==> src/rtl/core/gpam_pkg.sv <==
// Package for the gamepad axis merge core: configuration types, reset values,
// pad button bit positions and the divide-by-full-scale helper.
// No dependencies.
`timescale 1ns / 1ps
`default_nettype none

package gpam_pkg;

	// Configuration register indexes
	typedef enum logic [1:0] {
		REG_DEADZONE      = 2'd0,
		REG_STICK_RANGE   = 2'd1,
		REG_TRIGGER_CLICK = 2'd2
	} cfg_reg_t;

	// Live configuration, shared by all conversion units
	typedef struct packed {
		logic [14:0] deadzone;
		logic [6:0]  stick_range;
		logic [14:0] trigger_click;
	} cfg_t;

	localparam logic [14:0] DEADZONE_RST      = 15'd4000;
	localparam logic [6:0]  STICK_RANGE_RST   = 7'd80;
	localparam logic [14:0] TRIGGER_CLICK_RST = 15'd30000;

	// Full-scale raw axis value and trigger output scale
	localparam logic [15:0] FULL_SCALE   = 16'd32767;
	localparam logic [7:0]  TRIG_SCALE   = 8'd255;

	// PAD button bit positions
	localparam int unsigned PAD_LEFT  = 0;
	localparam int unsigned PAD_RIGHT = 1;
	localparam int unsigned PAD_DOWN  = 2;
	localparam int unsigned PAD_UP    = 3;
	localparam int unsigned PAD_Z     = 4;
	localparam int unsigned PAD_R     = 5;
	localparam int unsigned PAD_L     = 6;
	localparam int unsigned PAD_A     = 8;
	localparam int unsigned PAD_B     = 9;
	localparam int unsigned PAD_X     = 10;
	localparam int unsigned PAD_Y     = 11;
	localparam int unsigned PAD_START = 12;

	// Raw button bit positions
	localparam int unsigned RAW_SOUTH = 0;
	localparam int unsigned RAW_EAST  = 1;
	localparam int unsigned RAW_WEST  = 2;
	localparam int unsigned RAW_NORTH = 3;
	localparam int unsigned RAW_START = 4;
	localparam int unsigned RAW_RSHLD = 5;
	localparam int unsigned RAW_LSHLD = 6;
	localparam int unsigned RAW_DLEFT = 7;
	localparam int unsigned RAW_DRGHT = 8;
	localparam int unsigned RAW_DDOWN = 9;
	localparam int unsigned RAW_DUP   = 10;

	// Divide a product by 32767, truncating. With p = q0*2^15 + r0 the
	// quotient is q0 plus one when q0 + r0 reaches 32767; the fold stays
	// below twice the divisor for products up to 23 bits.
	function automatic logic [8:0] div_full_scale(input logic [22:0] prod);
		logic [15:0] fold;
		fold = {8'd0, prod[22:15]} + {1'b0, prod[14:0]};
		return {1'b0, prod[22:15]} + {8'd0, (fold >= FULL_SCALE)};
	endfunction

endpackage

`default_nettype wire

==> src/rtl/core/gpam_stick.sv <==
// One stick axis: deadzone, scale to the stick range, clamp and merge with
// the keyboard axis. Depends on gpam_pkg.
`timescale 1ns / 1ps
`default_nettype none

module gpam_stick
	import gpam_pkg::*;
(
	input  wire logic [15:0] axis,
	input  wire logic        flip,
	input  wire logic [7:0]  kb_axis,
	input  wire cfg_t        cfg,
	output logic      [7:0]  value
);

	logic [16:0] mag_wide;
	logic [15:0] mag;
	logic        neg;
	logic [22:0] prod;
	logic [8:0]  quot;
	logic [7:0]  lim;
	logic [7:0]  sval;
	logic        dead;

	// Split into magnitude and sign; a flipped axis maps -32768 to +32768
	always_comb begin
		mag_wide = axis[15] ? (17'd0 - {axis[15], axis}) : {1'b0, axis};
		mag      = mag_wide[15:0];
		neg      = flip ? ((axis != 16'd0) && !axis[15]) : axis[15];
		dead     = (mag < {1'b0, cfg.deadzone});
	end

	// Scale magnitude by range/32767, clamp, restore sign
	always_comb begin
		prod = 23'(mag) * 23'(cfg.stick_range);
		quot = div_full_scale(prod);
		lim  = (quot > {2'b00, cfg.stick_range}) ? {1'b0, cfg.stick_range} : quot[7:0];
		sval = neg ? (8'd0 - lim) : lim;
	end

	// Pad fills only an axis the keyboard left at zero
	assign value = (!dead && (lim != 8'd0) && (kb_axis == 8'd0)) ? sval : kb_axis;

endmodule

`default_nettype wire

==> src/rtl/core/gpam_trigger.sv <==
// One analog trigger: scale to 0..255, merge with the keyboard trigger, and
// detect the digital click threshold. Depends on gpam_pkg.
`timescale 1ns / 1ps
`default_nettype none

module gpam_trigger
	import gpam_pkg::*;
(
	input  wire logic [15:0] trig,
	input  wire logic [7:0]  kb_trig,
	input  wire cfg_t        cfg,
	output logic      [7:0]  value,
	output logic             click
);

	logic [22:0] prod;
	logic [8:0]  quot;
	logic [7:0]  scaled;
	logic        pos;

	// Scale positive readings by 255/32767
	always_comb begin
		pos    = !trig[15] && (trig != 16'd0);
		prod   = 23'(trig[14:0]) * 23'(TRIG_SCALE);
		quot   = div_full_scale(prod);
		scaled = quot[8] ? TRIG_SCALE : quot[7:0];
	end

	// Fill a zero keyboard trigger; click on signed threshold compare
	assign value = (pos && (kb_trig == 8'd0)) ? scaled : kb_trig;
	assign click = ($signed({trig[15], trig}) >= $signed({2'b00, cfg.trigger_click}));

endmodule

`default_nettype wire

==> src/rtl/core/gpam_buttons.sv <==
// Button merge: map raw buttons to PAD bits, OR into the keyboard mask and
// cancel opposing d-pad directions. Depends on gpam_pkg.
`timescale 1ns / 1ps
`default_nettype none

module gpam_buttons
	import gpam_pkg::*;
(
	input  wire logic [10:0] raw,
	input  wire logic [15:0] kb_mask,
	input  wire logic        l_click,
	input  wire logic        r_click,
	output logic      [15:0] mask
);

	logic [15:0] pad;

	// Build the pad contribution
	always_comb begin
		pad            = 16'd0;
		pad[PAD_A]     = raw[RAW_SOUTH];
		pad[PAD_B]     = raw[RAW_EAST];
		pad[PAD_X]     = raw[RAW_WEST];
		pad[PAD_Y]     = raw[RAW_NORTH];
		pad[PAD_START] = raw[RAW_START];
		pad[PAD_Z]     = raw[RAW_RSHLD];
		pad[PAD_L]     = raw[RAW_LSHLD] || l_click;
		pad[PAD_R]     = r_click;
		// Opposing directions cancel
		pad[PAD_LEFT]  = raw[RAW_DLEFT] && !raw[RAW_DRGHT];
		pad[PAD_RIGHT] = raw[RAW_DRGHT] && !raw[RAW_DLEFT];
		pad[PAD_DOWN]  = raw[RAW_DDOWN] && !raw[RAW_DUP];
		pad[PAD_UP]    = raw[RAW_DUP] && !raw[RAW_DDOWN];
	end

	assign mask = kb_mask | pad;

endmodule

`default_nettype wire

==> src/rtl/core/gamepad_axis_merge_core.sv <==
// Top level of the gamepad axis merge core: input register, conversion units,
// result register and configuration registers. Depends on gpam_pkg,
// gpam_stick, gpam_trigger and gpam_buttons.
`timescale 1ns / 1ps
`default_nettype none

// A reading is taken on any clock edge with start high and busy low; busy is
// high only in the first cycle after reset, so one reading can be issued every
// cycle. Each reading produces exactly one result: it is held in the input
// register, then passes through the stick/trigger scaling (a 16x7 or
// 15x8 multiply plus a fold-and-compare divide by 32767) into the result
// register. The result ports hold the merged frame for one cycle with done
// high and must be taken then; there is no back-pressure. Configuration writes
// are accepted whenever busy is low (cfg_ready follows !busy) and take effect
// on the next reading; indexes past the register list are ignored.
module gamepad_axis_merge_core
	import gpam_pkg::*;
(
	input  wire logic        clk,
	input  wire logic        arst_n,
	// Command channel
	input  wire logic        start,
	output logic             busy,
	input  wire logic [15:0] left_x,
	input  wire logic [15:0] left_y,
	input  wire logic [15:0] right_x,
	input  wire logic [15:0] right_y,
	input  wire logic [15:0] left_trig,
	input  wire logic [15:0] right_trig,
	input  wire logic [10:0] raw_buttons,
	input  wire logic [31:0] kb_sticks,
	input  wire logic [15:0] kb_triggers,
	input  wire logic [15:0] kb_buttons,
	// Result channel
	output logic             done,
	output logic [7:0]       stick_x,
	output logic [7:0]       stick_y,
	output logic [7:0]       sub_x,
	output logic [7:0]       sub_y,
	output logic [7:0]       analog_l,
	output logic [7:0]       analog_r,
	output logic [15:0]      buttons,
	// Configuration channel
	input  wire logic        cfg_valid,
	output logic             cfg_ready,
	input  wire logic [1:0]  cfg_index,
	input  wire logic [14:0] cfg_data
);

	logic        busy_q;
	logic        take;
	cfg_t        cfg_q;

	logic        valid_s1;
	logic [15:0] left_x_s1, left_y_s1, right_x_s1, right_y_s1;
	logic [15:0] left_trig_s1, right_trig_s1;
	logic [10:0] raw_buttons_s1;
	logic [31:0] kb_sticks_s1;
	logic [15:0] kb_triggers_s1, kb_buttons_s1;

	logic [7:0]  sx, sy, cx, cy, tl, tr;
	logic        l_click, r_click;
	logic [15:0] btn;

	logic        done_s2;
	logic [7:0]  stick_x_s2, stick_y_s2, sub_x_s2, sub_y_s2;
	logic [7:0]  analog_l_s2, analog_r_s2;
	logic [15:0] buttons_s2;

	// Hold off commands for one cycle out of reset
	always_ff @(posedge clk or negedge arst_n) begin
		if (!arst_n) begin
			busy_q <= 1'b1;
		end else begin
			busy_q <= 1'b0;
		end
	end

	assign busy      = busy_q;
	assign take      = start && !busy_q;
	assign cfg_ready = !busy_q;

	// Write configuration registers
	always_ff @(posedge clk or negedge arst_n) begin
		if (!arst_n) begin
			cfg_q.deadzone      <= DEADZONE_RST;
			cfg_q.stick_range   <= STICK_RANGE_RST;
			cfg_q.trigger_click <= TRIGGER_CLICK_RST;
		end else if (cfg_valid && cfg_ready) begin
			unique case (cfg_reg_t'(cfg_index))
				REG_DEADZONE:      cfg_q.deadzone      <= cfg_data;
				REG_STICK_RANGE:   cfg_q.stick_range   <= cfg_data[6:0];
				REG_TRIGGER_CLICK: cfg_q.trigger_click <= cfg_data;
				default: ;
			endcase
		end
	end

	// Input register: valid flag
	always_ff @(posedge clk or negedge arst_n) begin
		if (!arst_n) begin
			valid_s1 <= 1'b0;
		end else begin
			valid_s1 <= take;
		end
	end

	// Input register: payload
	always_ff @(posedge clk) begin
		if (take) begin
			left_x_s1      <= left_x;
			left_y_s1      <= left_y;
			right_x_s1     <= right_x;
			right_y_s1     <= right_y;
			left_trig_s1   <= left_trig;
			right_trig_s1  <= right_trig;
			raw_buttons_s1 <= raw_buttons;
			kb_sticks_s1   <= kb_sticks;
			kb_triggers_s1 <= kb_triggers;
			kb_buttons_s1  <= kb_buttons;
		end
	end

	// Stick axes; Y axes point down and are flipped
	gpam_stick u_stick_x (
		.axis(left_x_s1), .flip(1'b0), .kb_axis(kb_sticks_s1[7:0]),
		.cfg(cfg_q), .value(sx)
	);
	gpam_stick u_stick_y (
		.axis(left_y_s1), .flip(1'b1), .kb_axis(kb_sticks_s1[15:8]),
		.cfg(cfg_q), .value(sy)
	);
	gpam_stick u_sub_x (
		.axis(right_x_s1), .flip(1'b0), .kb_axis(kb_sticks_s1[23:16]),
		.cfg(cfg_q), .value(cx)
	);
	gpam_stick u_sub_y (
		.axis(right_y_s1), .flip(1'b1), .kb_axis(kb_sticks_s1[31:24]),
		.cfg(cfg_q), .value(cy)
	);

	// Analog triggers
	gpam_trigger u_trig_l (
		.trig(left_trig_s1), .kb_trig(kb_triggers_s1[7:0]), .cfg(cfg_q),
		.value(tl), .click(l_click)
	);
	gpam_trigger u_trig_r (
		.trig(right_trig_s1), .kb_trig(kb_triggers_s1[15:8]), .cfg(cfg_q),
		.value(tr), .click(r_click)
	);

	// Buttons
	gpam_buttons u_buttons (
		.raw(raw_buttons_s1), .kb_mask(kb_buttons_s1), .l_click(l_click),
		.r_click(r_click), .mask(btn)
	);

	// Result register: strobe
	always_ff @(posedge clk or negedge arst_n) begin
		if (!arst_n) begin
			done_s2 <= 1'b0;
		end else begin
			done_s2 <= valid_s1;
		end
	end

	// Result register: payload
	always_ff @(posedge clk) begin
		if (valid_s1) begin
			stick_x_s2  <= sx;
			stick_y_s2  <= sy;
			sub_x_s2    <= cx;
			sub_y_s2    <= cy;
			analog_l_s2 <= tl;
			analog_r_s2 <= tr;
			buttons_s2  <= btn;
		end
	end

	assign done     = done_s2;
	assign stick_x  = stick_x_s2;
	assign stick_y  = stick_y_s2;
	assign sub_x    = sub_x_s2;
	assign sub_y    = sub_y_s2;
	assign analog_l = analog_l_s2;
	assign analog_r = analog_r_s2;
	assign buttons  = buttons_s2;

	// Every accepted transaction passes the input register and reaches the result register
	a_take_to_done: assert property (@(posedge clk) disable iff (!arst_n)
		take |=> ##1 done_s2)
		else $error("accepted transaction produced no result");

	// No result without a transaction in the input register
	a_done_has_source: assert property (@(posedge clk) disable iff (!arst_n)
		done_s2 |-> $past(valid_s1))
		else $error("result without source transaction");

	// Busy only right after reset
	a_busy_once: assert property (@(posedge clk) disable iff (!arst_n)
		!busy_q |=> !busy_q)
		else $error("busy raised after reset");

	// Left shoulder or click always shows as L
	a_l_bit: assert property (@(posedge clk) disable iff (!arst_n)
		valid_s1 && (raw_buttons_s1[RAW_LSHLD] || l_click) |=> buttons_s2[PAD_L])
		else $error("L bit missing");

endmodule

`default_nettype wire
==> config.mk <==
export PLATFORM = sky130hd
export DESIGN_NAME = gamepad_axis_merge_core
export DESIGN_NICKNAME = d
export VERILOG_FILES = /design/src/rtl/core/gpam_pkg.sv /design/src/rtl/core/gpam_stick.sv /design/src/rtl/core/gpam_trigger.sv /design/src/rtl/core/gpam_buttons.sv /design/src/rtl/core/gamepad_axis_merge_core.sv
export SDC_FILE = /design/constraint.sdc
export NUM_CORES = 2
export LEC_CHECK = 0
export ABC_AREA = 1
export BUFFER_PORTS_ARGS = -buffer_cell sky130_fd_sc_hd__buf_2
export CAP_MARGIN = 20
export CORE_MARGIN = 2
export CORE_UTILIZATION = 35
export CTS_BUF_LIST = sky130_fd_sc_hd__clkbuf_2 sky130_fd_sc_hd__clkbuf_4 sky130_fd_sc_hd__clkbuf_8
export CTS_CLUSTER_DIAMETER = 100
export DETAILED_ROUTE_END_ITERATION = 10
export PLACE_DENSITY = 0.56
export SYNTH_ARGS = -nofsm -noshare
export SYNTH_HDL_FRONTEND = slang
export SYNTH_SLANG_ARGS = --single-unit
==> constraint.sdc <==
create_clock -name clk -period 11.3 [get_ports clk]
set_input_delay 2.26 -clock clk [delete_from_list [all_inputs] [get_ports clk]]
set_output_delay 2.26 -clock clk [all_outputs]
set_load 0.01 [all_outputs]
==> metrics.txt <==
Most Frequent Cell on Critical Path nand2_1; Crit Path Max Fanout 7; number of enable flip-flop cells after synthesis 235; clock skew 0.107 ns; Peak Freq 95.6 MHz; Seq. cell area 0.00808 mm²; Cell Count, Final, Fillers Out 6,734; fillers 11,300; flip-flop and latch count after synthesis 275; Hold Buf Count CTS 0; DRC Markers 0; Setup Crit Path Kind reg -> reg; Post-Synthesis Cells 4,913; hold violation total from the final report 0; I/O Buffers 258; Startpoint Class register; reg2reg end sub_y[4]; Initial Util 35.4%; pre-CTS setup slack 0.0746 ns; YS warnings 0; WP data arrival 10.93 ns; slew margin rel. 34.5%; wire per inst 16.4 µm; top_reg_cell synth edfxtp_1; dpl hpwl 90,500 µm; final core utilization 39.8%; Netlist cell types 64; Hold Crit Depth 0; final instance area 0.0434 mm²; Core Box Area 0.109 mm²; layout cells sized above 1 11.0%; antenna violations before repair 17; Cell Area, Placed 0.0419 mm²; PD cells 261 mW/mm²; Critical Path Max Stage Delay 0.52 ns; clk root buf clkbuf_8; most frequent cells after synthesis 1,045 x inv_1, 1,018 x nand2_1, 594 x nor2_1; vias in the first global route 33,200; status finished clean; Sum Neg Setup Slack 0 ns; maximum vdd drop 0.168 mV; final worst slack 0.842 ns; Slew @ Worst Pin 0.982 ns; total CTS buffers 54; clk_lat worst skew 0.75 ns; final slew viol count 0; grt ovf 0; Mapped Area 0.0387 mm²; reg2reg path depth 62; H-tree depth 2; die area 0.113 mm²; vias per cell 4.85; sequential fraction of the synthesis area 20.9%; Synth top area share 21.3%; Vert. Die Dim 336 µm; Async S/R FF share, synth 14.5%; Multi-input gate area 0.0266 mm²; most frequent cell after synthesis inv_1; max cap viols 0; Initial DRT Pass Iterations 8; hold path endpoint buttons[14]; Reg2Reg Setup Slack 0.84 ns; # IOs 259; RePlAce Congestion 0.898; clk buf depth 3; num rows 121; Final period util 92.5%; Critical Path RT 11.77 ns; first-pass GRT wire length 176,000 µm; Hold Path Class reg -> reg; ranking of synthesized cells by area fa_1 21%, edfxtp_1 18%, ha_1 14%; CTS Sinks 275; area grow syn2layout 12.4%; Die X 336 µm; post-layout min period 10.46 ns; Cells after DPL 6,619; setup violation total in the final timing report 0; DRT Wirelength 110,000 µm; Pleak 22.7 nW; CP max stage cell fa_1; CTS tree yes; CP Capture Type register; antenna-violating nets left 0; clk slew on worst S/H paths 0.06 ns; syn_nets 5,957; leading area contributor after synthesis fa_1; nets@finish 6,257; pin count of the biggest net entering global routing 66; 1st-iter DRT viols 2,036; gr usage total 19.8%; vias 32,600; Hold Startpoint kb_buttons_s1[14]; RR Startpoint right_y_s1[1]; synthesized area per cell 7.87 µm²
[critical path, delay by kind of cell, from the launching register on]
kind,cells,cell delay (ns)
DFF,1,0.43
AOI/OAI and AO/OA,11,1.72
and+or+nand+nor,33,3.95
buffers and inverters,9,0.69
adders and majority gates,9,3.35
[cells by family after synthesis]
| logic type | count (synthesis) | share of synthesized area, % |
|---|---|---|
| compound gates | 459 | 6.78 |
| fa+ha+maj | 852 | 35.6 |
| flops | 275 | 20.9 |
| xor+xnor | 144 | 3.28 |
| simple gates | 2056 | 22.5 |
| buf+inv | 1126 | 10.9 |
| other cells | 1 | 0.00970 |
[worst max-delay path by stage]
stage | startpoint | to | cells past startpoint
global route | right_y_s1[0] | sub_y[4] | 58
detailed placement | right_y_s1[0] | sub_y[1] | 56
floorplan | start | valid_s1 | 2
finish | right_y_s1[1] | sub_y[4] | 62
global placement | right_y_s1[0] | sub_y[2] | 60
CTS | right_y_s1[0] | sub_y[1] | 56
[placed cells by master (no fill, tap or decap), types with 34 or more instances in the layout]
| cell type | netlist | layout |
|---|---|---|
| buf_4 | 0 | 52 |
| nand2_1 | 1018 | 1015 |
| clkbuf_8 | 0 | 56 |
| xnor2_1 | 46 | 44 |
| o21ai_0 | 128 | 122 |
| nand3_1 | 182 | 182 |
| nor3_1 | 44 | 34 |
| or2_2 | 38 | 37 |
| xor2_1 | 97 | 94 |
| inv_1 | 1045 | 1042 |
| a21oi_1 | 202 | 198 |
| ha_1 | 440 | 438 |
| nand4_1 | 59 | 59 |
| fa_1 | 412 | 412 |
| buf_2 | 1 | 258 |
| nor2_1 | 594 | 589 |
| nand2_2 | 33 | 34 |
| edfxtp_1 | 235 | 235 |
[through the flow]
| stage | total power, mW | hold slack [ns] |
|---|---|---|
| 6_report | 11.3 | 0.424 |
| 5_1_grt | 12.8 | 0.437 |
| 4_1_cts | 11.3 | 0.424 |
| 3_5_place_dp | 10.0 | 0.410 |
| 3_3_place_gp | 9.95 | 0.401 |
| 2_1_floorplan | 8.02 | 0.400 |
[what timing repair did]
action	in CTS	in global routing
setup endpoints to repair	0	32
setup buffers	0	12
resized for setup	0	53
[flip-flops by register name, summed over array words and instances (netlist names), 11 cells and up]
register        flops
raw_buttons_s1     11
right_y_s1         16
right_trig_s1      16
kb_buttons_s1      16
left_x_s1          16
right_x_s1         16
buttons            16
left_trig_s1       16
left_y_s1          16
kb_sticks_s1       32
kb_triggers_s1     16
cfg_q              37
[where the power goes]
part | total (mW) | switching [mW] | internal [mW]
logic | 8.94 | 5.70 | 3.24
clock network | 1.15 | 0.510 | 0.645
registers | 1.24 | 0.0627 | 1.18
[routing by layer]
layer,GRT usage (%),share of wire (%),vias to the layer above
met2,33.0,46,834
met5,0,0.14,-
li1,-,-,16000
met1,25.3,44,15600
met3,4.56,7.0,183
met4,6.35,3.1,22
[layout make-up]
class	count	area share (%)
antenna	2	0.0115
multi-input combinational	3513	61.2
timing repair buffer	313	4.03
clock buffer	66	1.95
inverter	1056	9.12
clock inverter	33	0.841
tap	1476	4.25
sequential	275	18.6
Power figures use the tool's default switching activity.
